File: config.mk
export PLATFORM = sky130hd
export DESIGN_NAME = sbm_queue
export DESIGN_NICKNAME = d
export VERILOG_FILES = /design/src/hdl/sbm_pkg.sv /design/src/hdl/sbm_queue.sv
export SDC_FILE = /design/constraint.sdc
export NUM_CORES = 1
export LEC_CHECK = 0
export BUFFER_PORTS_ARGS = -buffer_cell sky130_fd_sc_hd__buf_2
export CAP_MARGIN = 10
export CORE_ASPECT_RATIO = 1.2
export CORE_MARGIN = 2
export CORE_UTILIZATION = 40
export CTS_CLUSTER_SIZE = 16
export DETAILED_ROUTE_END_ITERATION = 8
export GPL_ROUTABILITY_DRIVEN = 0
export PLACE_DENSITY_LB_ADDON = 0.3
export RECOVER_POWER = 50
export SKIP_CTS_REPAIR_TIMING = 1
export SLEW_MARGIN = 15
export SYNTH_ARGS = -nofsm -noshare
export SYNTH_HDL_FRONTEND = slang
export SYNTH_SLANG_ARGS = --single-unit
export TNS_END_PERCENT = 1
File: constraint.sdc
create_clock -name clk -period 3.7 [get_ports clk]
set_input_delay 0.185 -clock clk [delete_from_list [all_inputs] [get_ports clk]]
set_output_delay 0.185 -clock clk [all_outputs]
set_load 0.01 [all_outputs]
File: src/hdl/sbm_pkg.sv
`default_nettype none
package sbm_pkg;

  // Configuration register indexes.
  localparam logic [2:0] REG_BAR_COUNT  = 3'd0;
  localparam logic [2:0] REG_ATTACK     = 3'd1;
  localparam logic [2:0] REG_RELEASE    = 3'd2;
  localparam logic [2:0] REG_PEAK_FALL  = 3'd3;
  localparam logic [2:0] REG_FLOOR_DB   = 3'd4;

  localparam logic [6:0]  RST_BAR_COUNT = 7'd32;
  localparam logic [15:0] RST_ATTACK    = 16'd36045;
  localparam logic [15:0] RST_RELEASE   = 16'd210;
  localparam logic [15:0] RST_PEAK_FALL = 16'd56;
  localparam logic [6:0]  RST_FLOOR_DB  = 7'd62;

  localparam logic [9:0]  DT_CAP        = 10'd250;
  localparam logic [18:0] TEN_LOG10_2   = 19'd197283;  // 10*log10(2) in Q16
  localparam int          QDEPTH        = 4;

  localparam logic OP_BIN   = 1'b0;
  localparam logic OP_DECAY = 1'b1;

  typedef struct packed {
    logic [6:0]  n;        // bars in use, already clamped
    logic [6:0]  fl;       // floor in dB, zero taken as one
    logic [15:0] attack;
    logic [15:0] rel;
    logic [15:0] pfall;
  } cfg_t;

  typedef struct packed {
    logic        decay;
    logic [5:0]  bar;
    logic [63:0] sq;
    logic [7:0]  dt;
  } job_t;

  typedef enum logic [4:0] {
    B_IDLE, B_START, B_NORM, B_LOG, B_SCALE, B_ABS, B_DIV1, B_CLAMP, B_DIV2,
    B_TILT, B_SAT, B_READ, B_BALL1, B_BALL2, B_DREAD, B_DECAY, B_PEAK, B_EMIT
  } bstate_t;

  // Subtract d from v, but never go below lo.
  function automatic logic [15:0] sub_floor(input logic [15:0] v, input logic [23:0] d,
                                            input logic [15:0] lo);
    logic [23:0] diff;
    diff = {8'd0, v} - d;
    if ({8'd0, v} < d || diff[15:0] < lo) begin
      return lo;
    end
    return diff[15:0];
  endfunction

  // Log2 in Q16, used at elaboration for the reference level.
  function automatic logic [31:0] log2_q16(input logic [63:0] x);
    logic [63:0] m;
    logic [63:0] s;
    logic [31:0] r;
    int n;
    if (x == 64'd0) begin
      return 32'd0;
    end
    n = 63;
    while (!x[n]) begin
      n = n - 1;
    end
    if (n >= 31) begin
      m = x >> (n - 31);
    end else begin
      m = x << (31 - n);
    end
    r = 32'(n) << 16;
    for (int i = 15; i >= 0; i--) begin
      s = m * m;
      if (s[63]) begin
        r[i] = 1'b1;
        m = s >> 32;
      end else begin
        m = s >> 31;
      end
    end
    return r;
  endfunction

endpackage
`default_nettype wire

File: src/hdl/sbm_queue.sv
`default_nettype none
module sbm_queue (
  input  wire logic          clk,
  input  wire logic          rst,
  input  wire logic          push,
  input  wire sbm_pkg::job_t push_job,
  input  wire logic          pop,
  output sbm_pkg::job_t      head,
  output logic               empty,
  output logic               almost_full
);
  import sbm_pkg::*;

  localparam int PW = $clog2(QDEPTH);

  job_t              slots [QDEPTH];
  logic [PW-1:0]     wptr;
  logic [PW-1:0]     rptr;
  logic [PW:0]       count;

  assign head        = slots[rptr];
  assign empty       = (count == '0);
  // One item may still sit in the front's square stage, so keep a spare slot.
  assign almost_full = (count > (PW + 1)'(QDEPTH - 2));

  always_ff @(posedge clk) begin
    if (push) begin
      slots[wptr] <= push_job;
    end
    if (rst) begin
      wptr  <= '0;
      rptr  <= '0;
      count <= '0;
    end else begin
      if (push) begin
        wptr <= wptr + 1'b1;
      end
      if (pop) begin
        rptr <= rptr + 1'b1;
      end
      count <= count + (PW + 1)'(push) - (PW + 1)'(pop);
    end
  end
endmodule
`default_nettype wire

==> flow_metrics.py <==
metrics = {
    "logic_synthesis": {
        "yosys-top-cells-area": "edfxtp_1 (80%), mux4_2 (15%), dfxtp_1 (1.5%)",
        "syn-cell-area_um2": 11800,
        "ys_ff_latch": 325,
        "synth_cell_types": 21,
        "synth_warnings": 0,
        "async_flop_share_pct": 0,
        "yosys-top-cells-count": "edfxtp_1 (316), mux4_2 (79), buf_2 (9), dfxtp_1 (9)",
        "synth_top_area_share_pct": 80.3,
        "synth_edf_count": 316,
        "synth_area_leader_cell": "edfxtp_1",
        "ys_seq_area_share_pct": 81.8,
        "syn_avg_cell_area_um2": 25.8,
        "synthCells": 458,
        "yosysMostFrequentCell": "edfxtp_1",
        "synth_nets": 549,
        "synth_flop_cell": "edfxtp_1",
    },
    "floorplanning": {
        "core_um2": 28900,
        "row_count": 68,
        "initial_utilization_pct": 40.9,
        "die_h_um": 192,
        "die_area_um2": 31000,
        "die_w_um": 161,
        "num_io_pins": 164,
    },
    "worst_setup_path": {
        "crit_family": "buffers and inverters",
        "worst_setup_path_start_kind": "flip-flop",
        "slowest_delay_ns": 0.60,
        "cp_slowest_cell": "mux4_2",
        "reg2reg_to": "slots[3][31]",
        "reg2reg_depth": 3,
        "worstPathRequired_ns": 3.51,
        "end_kind": "output pin",
        "path_cells": "buf_4 > mux4_2 > buf_2",
        "critPathMaxFanout": 24,
        "path_buf_inv": 2,
        "rr_startpoint": "wptr[0]",
        "crit_type": "flip-flop to output pin",
        "regToRegSetupSlack_ns": 1.21,
        "critical_path_arrival_ns": 2.30,
    },
    "clock_tree": {
        "cts.sink_count": 325,
        "cts_htree_levels": 1,
        "cts_made_buffers": 31,
        "cts_buffer_depth": 3,
        "cts_tree": "done",
        "cts_root_buf": "clkbuf_16",
        "clk_latency_ns": 0.55,
        "clkTransAtPathRegs_ns": 0.06,
    },
    "timing": {
        "worst_pin_slew_ns": 1.52,
        "period_needed_ns": 2.49,
        "finalSetupViolCount": 0,
        "rsz0062_at_grt": "no",
        "hold_viol_final": 3,
        "timing.setup.tns_ns": 0,
        "timing.final.max_slew_violations": 54,
        "worst_clock_skew_ns": 0.00626,
        "post-route-period-util_pct": 67.3,
        "whs_ns": -0.0245,
        "slew_headroom_pct": -1.06,
        "max_freq_mhz": 402,
    },
    "hold_path": {
        "hold_class": "input pin to flip-flop",
        "worstHoldPathCells": 3,
        "worstHoldStart": "pop",
    },
    "outcome": {
        "violations": "negative hold slack, max-capacitance violations, max-slew violations",
        "status": "finished with violations",
    },
    "placed_design": {
        "dp.cells": 997,
        "numPortBuffers": 163,
        "dpl.hpwl_mm": 13.6,
    },
    "routing": {
        "drt-pass1-iter-count": 4,
        "vias_per_cell": 4.92,
        "dr_wl_met3_um": 943,
        "wl_per_cell_um": 20.1,
        "wirelength_mm": 22.8,
        "drt-met1-wl_mm": 9.23,
        "drtAntennaViolNets": 0,
        "drt-initial-drc-count": 244,
        "route.met2.wl_mm": 12.2,
        "routed.top_layer": "met5",
        "drcViolationCount": 0,
        "vias": 5559,
    },
    "power_and_ir_drop": {
        "total_power_mw": 7.89,
        "vdd_ir_drop_max_uv": 364,
        "power_per_cell_area_nw_per_um2": 537,
        "p_leak_nw": 4.79,
    },
    "layout": {
        "fin_nets": 818,
        "fillers": 2388,
        "area_growth_pct": 24.4,
        "stdcell_count": 1131,
        "drive_gt1_share_pct": 29.0,
        "antenna_cells_inserted": 0,
    },
    "grt": {
        "grt_pass1_wl_mm": 34.2,
        "grt_pass1_vias": 5870,
        "overflow": 0,
        "grtUsageTotal_pct": 14.6,
        "grt_max_degree": 80,
        "antenna_found_initial": 1,
    },
    "run": {
        "drv_cap": 1,
    },
}
[metrics by stage]
stage          area, um2  utilization, %  worst slack (ns)
2_1_floorplan      11800               -             0.871
3_3_place_gp       13100            45.3              1.66
3_5_place_dp       13100            45.3              1.59
4_1_cts            14000            48.3              1.05
5_1_grt            14700            50.8             0.988
6_report           14700            50.8              1.21
[metal layers]
layer	track usage [%]	vias to the layer above
li1	-	2489
met1	17.4	2903
met2	26.8	132
met3	2.69	33
met4	4.67	2
met5	0	-
[cells by family after synthesis]
kind of cell               count (synthesis)  share of synthesized area, %
and+or+nand+nor                           13                         0.561
AOI/OAI and AO/OA                          3                         0.180
adders and majority gates                  8                         0.910
xor gates and xnor gates                   3                         0.222
DFF                                      325                          81.8
muxes                                     80                          15.1
buffers and inverters                     26                          1.22
[registers in the layout (all words and copies together) (netlist names), named ones only]
register,cells
slots,316
count,3
rptr,2
wptr,2
[final cells by class]
cell class / count / area, um2 / area share (%)
Clock buffer: 40 / 810 / 5.50
Tap cell: 385 / 482 / 3.28
Multi-Input combinational cell: 107 / 2020 / 13.7
Timing Repair Buffer: 255 / 1630 / 11.1
Inverter: 7 / 26.3 / 0.179
Clock inverter: 12 / 58.8 / 0.400
Sequential cell: 325 / 9680 / 65.8
[worst max-delay path by stage]
stage	start	depth (start not counted)	slack, ns	endpoint
after floorplan	wptr[0]	3	0.87	slots[0][0]
after global placement	wptr[0]	4	1.66	slots[0][31]
after detailed placement	wptr[0]	3	1.59	slots[1][4]
after CTS	flip-flop	2	1.05	head[52]
after global routing	wptr[0]	3	0.99	slots[3][30]
final	flip-flop	3	1.21	head[52]
[power by group]
part | internal, mW | switching, mW
clock | 1.52 | 1.24
combinational | 0.402 | 0.427
sequential | 4.23 | 0.0659
[cell usage in the layout (no fill, tap or decap)]
cell	synthesis	layout
clkbuf_16	0	31
dlygate4sd3_1	0	81
nand3b_1	1	1
buf_12	1	2
nor2_1	6	6
dfxtp_1	9	7
and2_2	0	1
clkbuf_1	7	89
buf_2	9	83
mux2i_1	1	1
a21bo_2	1	1
a31oi_1	1	1
buf_4	0	9
inv_1	7	7
dfxtp_4	0	2
fa_1	1	1
nor2b_1	1	1
mux4_2	79	79
inv_6	0	2
clkinv_1	0	7
and2_4	0	3
clkinv_2	0	3
nor3_1	1	1
edfxtp_1	316	316
a21oi_1	1	1
ha_1	7	7
xnor2_1	3	3
[worst reg2reg max path: stages, from the launching register on]
cell and delay, ns:
dfxtp_1 0.40, ha_1 0.16, and2_2 1.13, buf_4 0.48
(Power assumes the default switching activity.)
