`src/hdl/sbm_pkg.sv`:
```
`default_nettype none
package sbm_pkg;

  // Configuration register indexes.
  localparam logic [2:0] REG_BAR_COUNT  = 3'd0;
  localparam logic [2:0] REG_ATTACK     = 3'd1;
  localparam logic [2:0] REG_RELEASE    = 3'd2;
  localparam logic [2:0] REG_PEAK_FALL  = 3'd3;
  localparam logic [2:0] REG_FLOOR_DB   = 3'd4;

  localparam logic [6:0]  RST_BAR_COUNT = 7'd32;
  localparam logic [15:0] RST_ATTACK    = 16'd36045;
  localparam logic [15:0] RST_RELEASE   = 16'd210;
  localparam logic [15:0] RST_PEAK_FALL = 16'd56;
  localparam logic [6:0]  RST_FLOOR_DB  = 7'd62;

  localparam logic [9:0]  DT_CAP        = 10'd250;
  localparam logic [18:0] TEN_LOG10_2   = 19'd197283;  // 10*log10(2) in Q16
  localparam int          QDEPTH        = 4;

  localparam logic OP_BIN   = 1'b0;
  localparam logic OP_DECAY = 1'b1;

  typedef struct packed {
    logic [6:0]  n;        // bars in use, already clamped
    logic [6:0]  fl;       // floor in dB, zero taken as one
    logic [15:0] attack;
    logic [15:0] rel;
    logic [15:0] pfall;
  } cfg_t;

  typedef struct packed {
    logic        decay;
    logic [5:0]  bar;
    logic [63:0] sq;
    logic [7:0]  dt;
  } job_t;

  typedef enum logic [4:0] {
    B_IDLE, B_START, B_NORM, B_LOG, B_SCALE, B_ABS, B_DIV1, B_CLAMP, B_DIV2,
    B_TILT, B_SAT, B_READ, B_BALL1, B_BALL2, B_DREAD, B_DECAY, B_PEAK, B_EMIT
  } bstate_t;

  // Subtract d from v, but never go below lo.
  function automatic logic [15:0] sub_floor(input logic [15:0] v, input logic [23:0] d,
                                            input logic [15:0] lo);
    logic [23:0] diff;
    diff = {8'd0, v} - d;
    if ({8'd0, v} < d || diff[15:0] < lo) begin
      return lo;
    end
    return diff[15:0];
  endfunction

  // Log2 in Q16, used at elaboration for the reference level.
  function automatic logic [31:0] log2_q16(input logic [63:0] x);
    logic [63:0] m;
    logic [63:0] s;
    logic [31:0] r;
    int n;
    if (x == 64'd0) begin
      return 32'd0;
    end
    n = 63;
    while (!x[n]) begin
      n = n - 1;
    end
    if (n >= 31) begin
      m = x >> (n - 31);
    end else begin
      m = x << (31 - n);
    end
    r = 32'(n) << 16;
    for (int i = 15; i >= 0; i--) begin
      s = m * m;
      if (s[63]) begin
        r[i] = 1'b1;
        m = s >> 32;
      end else begin
        m = s >> 31;
      end
    end
    return r;
  endfunction

endpackage
`default_nettype wire

```
`src/hdl/sbm_front.sv`:
```
`default_nettype none
module sbm_front #(
  parameter int MAX_BARS = 64
) (
  input  wire logic               clk,
  input  wire logic               rst,
  input  wire logic               push,
  input  wire logic               opcode,
  input  wire logic [5:0]         bar,
  input  wire logic signed [31:0] bin_real,
  input  wire logic signed [31:0] bin_imag,
  input  wire logic               band_end,
  input  wire logic [9:0]         dt_ms,
  input  wire logic               q_almost_full,
  output logic                    full,
  output logic                    q_push,
  output sbm_pkg::job_t           q_job
);
  import sbm_pkg::*;

  logic        s1_valid;
  logic        s1_op;
  logic [5:0]  s1_bar;
  logic        s1_end;
  logic [7:0]  s1_dt;
  logic [63:0] s1_re2;
  logic [63:0] s1_im2;
  logic [63:0] band_max;

  logic [31:0] ar;
  logic [31:0] ai;
  logic [63:0] sq;
  logic [63:0] mx;
  logic        in_range;

  assign full = q_almost_full;

  // Two's complement negate also gives 2^31 for the most negative value.
  assign ar = bin_real[31] ? (~bin_real + 32'd1) : bin_real;
  assign ai = bin_imag[31] ? (~bin_imag + 32'd1) : bin_imag;

  assign sq       = s1_re2 + s1_im2;
  assign mx       = (sq > band_max) ? sq : band_max;
  assign in_range = (32'(s1_bar) < MAX_BARS);

  always_comb begin
    q_push       = 1'b0;
    q_job.decay  = (s1_op == OP_DECAY);
    q_job.bar    = s1_bar;
    q_job.sq     = mx;
    q_job.dt     = s1_dt;
    if (s1_valid) begin
      if (s1_op == OP_DECAY) begin
        q_push = 1'b1;
      end else if (s1_end && in_range) begin
        q_push = 1'b1;
      end
    end
  end

  always_ff @(posedge clk) begin
    s1_op  <= opcode;
    s1_bar <= bar;
    s1_end <= band_end;
    s1_dt  <= (dt_ms > DT_CAP) ? DT_CAP[7:0] : dt_ms[7:0];
    s1_re2 <= 64'(ar) * 64'(ar);
    s1_im2 <= 64'(ai) * 64'(ai);
    if (rst) begin
      s1_valid <= 1'b0;
      band_max <= '0;
    end else begin
      s1_valid <= push && !full;
      if (s1_valid && s1_op == OP_BIN) begin
        band_max <= s1_end ? 64'd0 : mx;
      end
    end
  end
endmodule
`default_nettype wire

```
`config.mk`:
```
export PLATFORM = sky130hd
export DESIGN_NAME = sbm_front
export DESIGN_NICKNAME = d
export VERILOG_FILES = /design/src/hdl/sbm_pkg.sv /design/src/hdl/sbm_front.sv
export SDC_FILE = /design/constraint.sdc
export NUM_CORES = 2
export LEC_CHECK = 0
export BUFFER_PORTS_ARGS = -buffer_cell sky130_fd_sc_hd__buf_2
export CAP_MARGIN = 20
export CORE_UTILIZATION = 60
export CTS_CLUSTER_DIAMETER = 100
export DETAILED_ROUTE_END_ITERATION = 8
export PLACE_DENSITY = 0.85
export SYNTH_ARGS = -nofsm -noshare
export SYNTH_HDL_FRONTEND = slang
export SYNTH_SLANG_ARGS = --single-unit
```
`constraint.sdc`:
```
create_clock -name clk -period 14.5 [get_ports clk]
set_clock_uncertainty 0.1 [all_clocks]
set_input_delay 2.175 -clock clk [delete_from_list [all_inputs] [get_ports clk]]
set_output_delay 2.175 -clock clk [all_outputs]
set_load 0.02 [all_outputs]
```
==> flow_results.org <==
** Outcome
- Outcome :: complete, no violations

** Clock tree
- Clock-pin slew on the worst setup and hold paths :: 0.07 ns
- Quantity of gates resized following cts :: 0
- CTS saw 207 sinks.
- Buffers inserted by post-CTS timing repair :: 0
- At the later pin of the worst-skew pair, clock insertion delay measures 0.54 ns.
- In this run, CTS created clock tree buffers numbering 20.
- The clock passes through at most 3 buffers.
- Hold buffer count at cts :: 0
- TritonCTS built the clock tree.
- CTS built an H-tree with a depth of 1.
- The root buffer cell chosen for the clock tree is sky130_fd_sc_hd__clkbuf_16.

** Timing
- Count of endpoints failing setup in the final report :: 0
- RSZ-0062 raised after global routing :: no
- For the pin with the worst max-slew slack, the measured transition is 1.21 ns.
- Hold Fails Final Rpt :: 0
- Final hold analysis gives a worst-case slack of approximately 0.38 ns.
- Tcrit/Tclk final :: 0.876
- Total negative slack for setup checks :: 0 ns
- Min cycle time layout :: 12.70 ns
- Max-Slew Margin vs Limit :: 0.190
- The max-slew violation count was 0.
- Fmax achieved :: 78.7 MHz

** Yosys
- Yosys mapped a number of flops with a built-in enable equal to 0.
- For this run, asynchronously set or reset flops after synthesis account for 0.
- Gate count of the mapped netlist :: 7524
- Synthesized flop and latch total :: 207
- Distinct cell type count of the synthesized netlist :: 88
- For this run, the register share of the synthesized area comes to 0.0606.
- Among all flip-flop cells after synthesis, the most frequent one is sky130_fd_sc_hd__dfxtp_1.
- The average instance in the mapped netlist occupies between 9 and 10 µm².
- Synthesis warning total :: 0
- Post-Synthesis Cell Area :: 68400 µm²

** Cells and area
- Net count of the finished layout :: around 10000
- The library cell used most frequently in the layout, excluding fill and tap cells, is sky130_fd_sc_hd__inv_1.
- The top cell types in the final layout, fill and taps aside, are sky130_fd_sc_hd__inv_1, sky130_fd_sc_hd__fa_1, sky130_fd_sc_hd__ha_1.
- The finished cells cover 71900 µm².
- Fraction of layout cells with a size suffix above 1 :: 0.0514
- From synthesis to final layout, the design area changed by 5.20%.
- For this run, the share of the core covered by cells in the final layout is 0.638.

** Die
- The floorplan step defined a core boundary enclosing approximately 110000 µm².
- Area of the die :: around 120000 µm²
- Number of rows in the core area :: between 100 and 150
- Measured along the x axis, the die boundary spans 340 µm.
- For this configuration, the core starts out at a cell density of 0.606.
- Ports placed on the boundary :: 167
- Measured along the y axis, the die boundary spans 340 µm.

** Routing
- Number of antenna-violating nets in the routed design :: 0
- For this run, the detailed router's first-pass iteration total came to 6.
- Vias post-DR :: 52300
- For this block, the initial DRC count from the detailed router was 4596.
- In the routed design, unresolved DRC markers number 0.
- For this block, the routed nets add up to 189000 µm of wire.
- Post-DR vias/cell :: 5.73
- In the final routed layout, each cell accounts on average for 20.7 µm.

** Setup path
- In this design, the critical path's most frequently occurring cell is sky130_fd_sc_hd__fa_1.
- Signal arrival time at the worst endpoint :: ~13 ns
- Critical path class :: in2reg
- On the worst path, the slowest cell contributes a delay of 0.84 ns.
- Type of element launching the critical path :: input port
- Sort of element at the end of the critical path :: register
- Worst-path cell with the longest stage delay :: sky130_fd_sc_hd__inv_1
- Largest fanout on the critical path :: 20
- CP required :: 14.81 ns

** Placement
- Placed cell area :: just over 70000 µm²
- At the end of routability-driven placement, the weighted congestion stood at 1.01.
- PortBufs :: 166
- The HPWL after detailed placement is 155000 µm.

** Run
- Max_cap viols :: 0

** GRT
- Most Crowded Layer GR :: met2
- First-pass GRT wire length :: 303000 µm
- Met3 routing resource usage after global routing :: 0.0794
- Total global routing track utilization :: 0.337
- In the global route stage, met2 resource usage came out at 0.549.
- The number of global-route vias before repair was about 58000.
- Maximum number of pins on one net before global-route repair :: around 120
- Initial antenna violation count :: 9
- Met1 Use GR :: 0.427
- Summed over all layers, the global routing overflow is 0.

** Hold path
- Type of the most critical hold path :: reg2reg
critical path: cells and delay by family:
| kind | cells | cell delay [ns] |
|---|---|---|
| fa+ha+maj | 9 | 4.36 |
| compound gates | 6 | 2.23 |
| simple gates | 6 | 2.19 |
| buf+inv | 5 | 1.13 |
| xor+xnor | 2 | 0.91 |
worst paths after layout:
check / start / endpoint / slack [ns] / depth (start not counted)
worst max-delay path: bin_imag[8] / s1_im2[54] / 1.80 / 28
worst min-delay path: band_max[48] / band_max[48] / 0.38 / 1
worst max register to register: s1_re2[32] / band_max[57] / 6.83 / 23
worst min register to register: band_max[48] / band_max[48] / 0.38 / 1
logic make-up (layout without fill, tap and decap cells):
group	count (synthesis)	count (layout)	synth area share
multiplexers	15	15	0.00240
AO/OA/AOI/OAI	851	851	0.0818
adder cells (fa/ha/maj)	2282	2282	0.592
XOR/XNOR	301	301	0.0391
AND/OR/NAND/NOR	1548	1548	0.0958
flip-flops	207	207	0.0606
buffers and inverters	2318	2369	0.128
other	2	53	0.000110
synthesized netlist by cell type (106+ instances only):
master | number | area (µm²)
sky130_fd_sc_hd__nand2_1 | 654 | 2450
sky130_fd_sc_hd__xnor2_1 | 190 | 1660
sky130_fd_sc_hd__dfxtp_1 | 207 | 4140
sky130_fd_sc_hd__fa_1 | 1591 | 31900
sky130_fd_sc_hd__o21ai_0 | 180 | 901
sky130_fd_sc_hd__a21o_1 | 147 | 1100
sky130_fd_sc_hd__ha_1 | 691 | 8650
sky130_fd_sc_hd__xor2_1 | 106 | 928
sky130_fd_sc_hd__nor2_1 | 601 | 2260
sky130_fd_sc_hd__inv_1 | 2050 | 7690
sky130_fd_sc_hd__a21oi_1 | 215 | 1080
sky130_fd_sc_hd__clkbuf_1 | 205 | 769
final cells by class:
cell class | instances | area, µm²
antenna | 1 | 2.50
sequential | 207 | 4140
tap | 1500 | 1880
clock inverter | 11 | 141
timing repair buffer | 262 | 1600
inverter | 2071 | 7770
clock buffer | 25 | 559
fill | 8877 | 40900
multi-input combinational | 5049 | 55900
state kept, by name (all words and copies together), names as in the netlist:
signal,cells
s1_re2,63
s1_end,1
band_max,64
s1_dt,8
s1_im2,63
s1_valid,1
s1_op,1
s1_bar,6
per-layer routing:
layer,share of wire,up-vias
met1,0.36,26000
met3,0.12,778
met5,0.00015,-
li1,-,22700
met2,0.46,2817
met4,0.058,6
per-stage QoR:
stage,setup WS [ns],cells
after CTS,1.19,9122
after global placement,1.09,9083
after floorplan,3.03,7574
final,1.80,9126
after detailed placement,0.722,9086
after global routing,1.21,9125
Power is left out: the tool's default activity adds up to more than one toggle a clock period on the data nets, which glitch-free logic cannot reach.
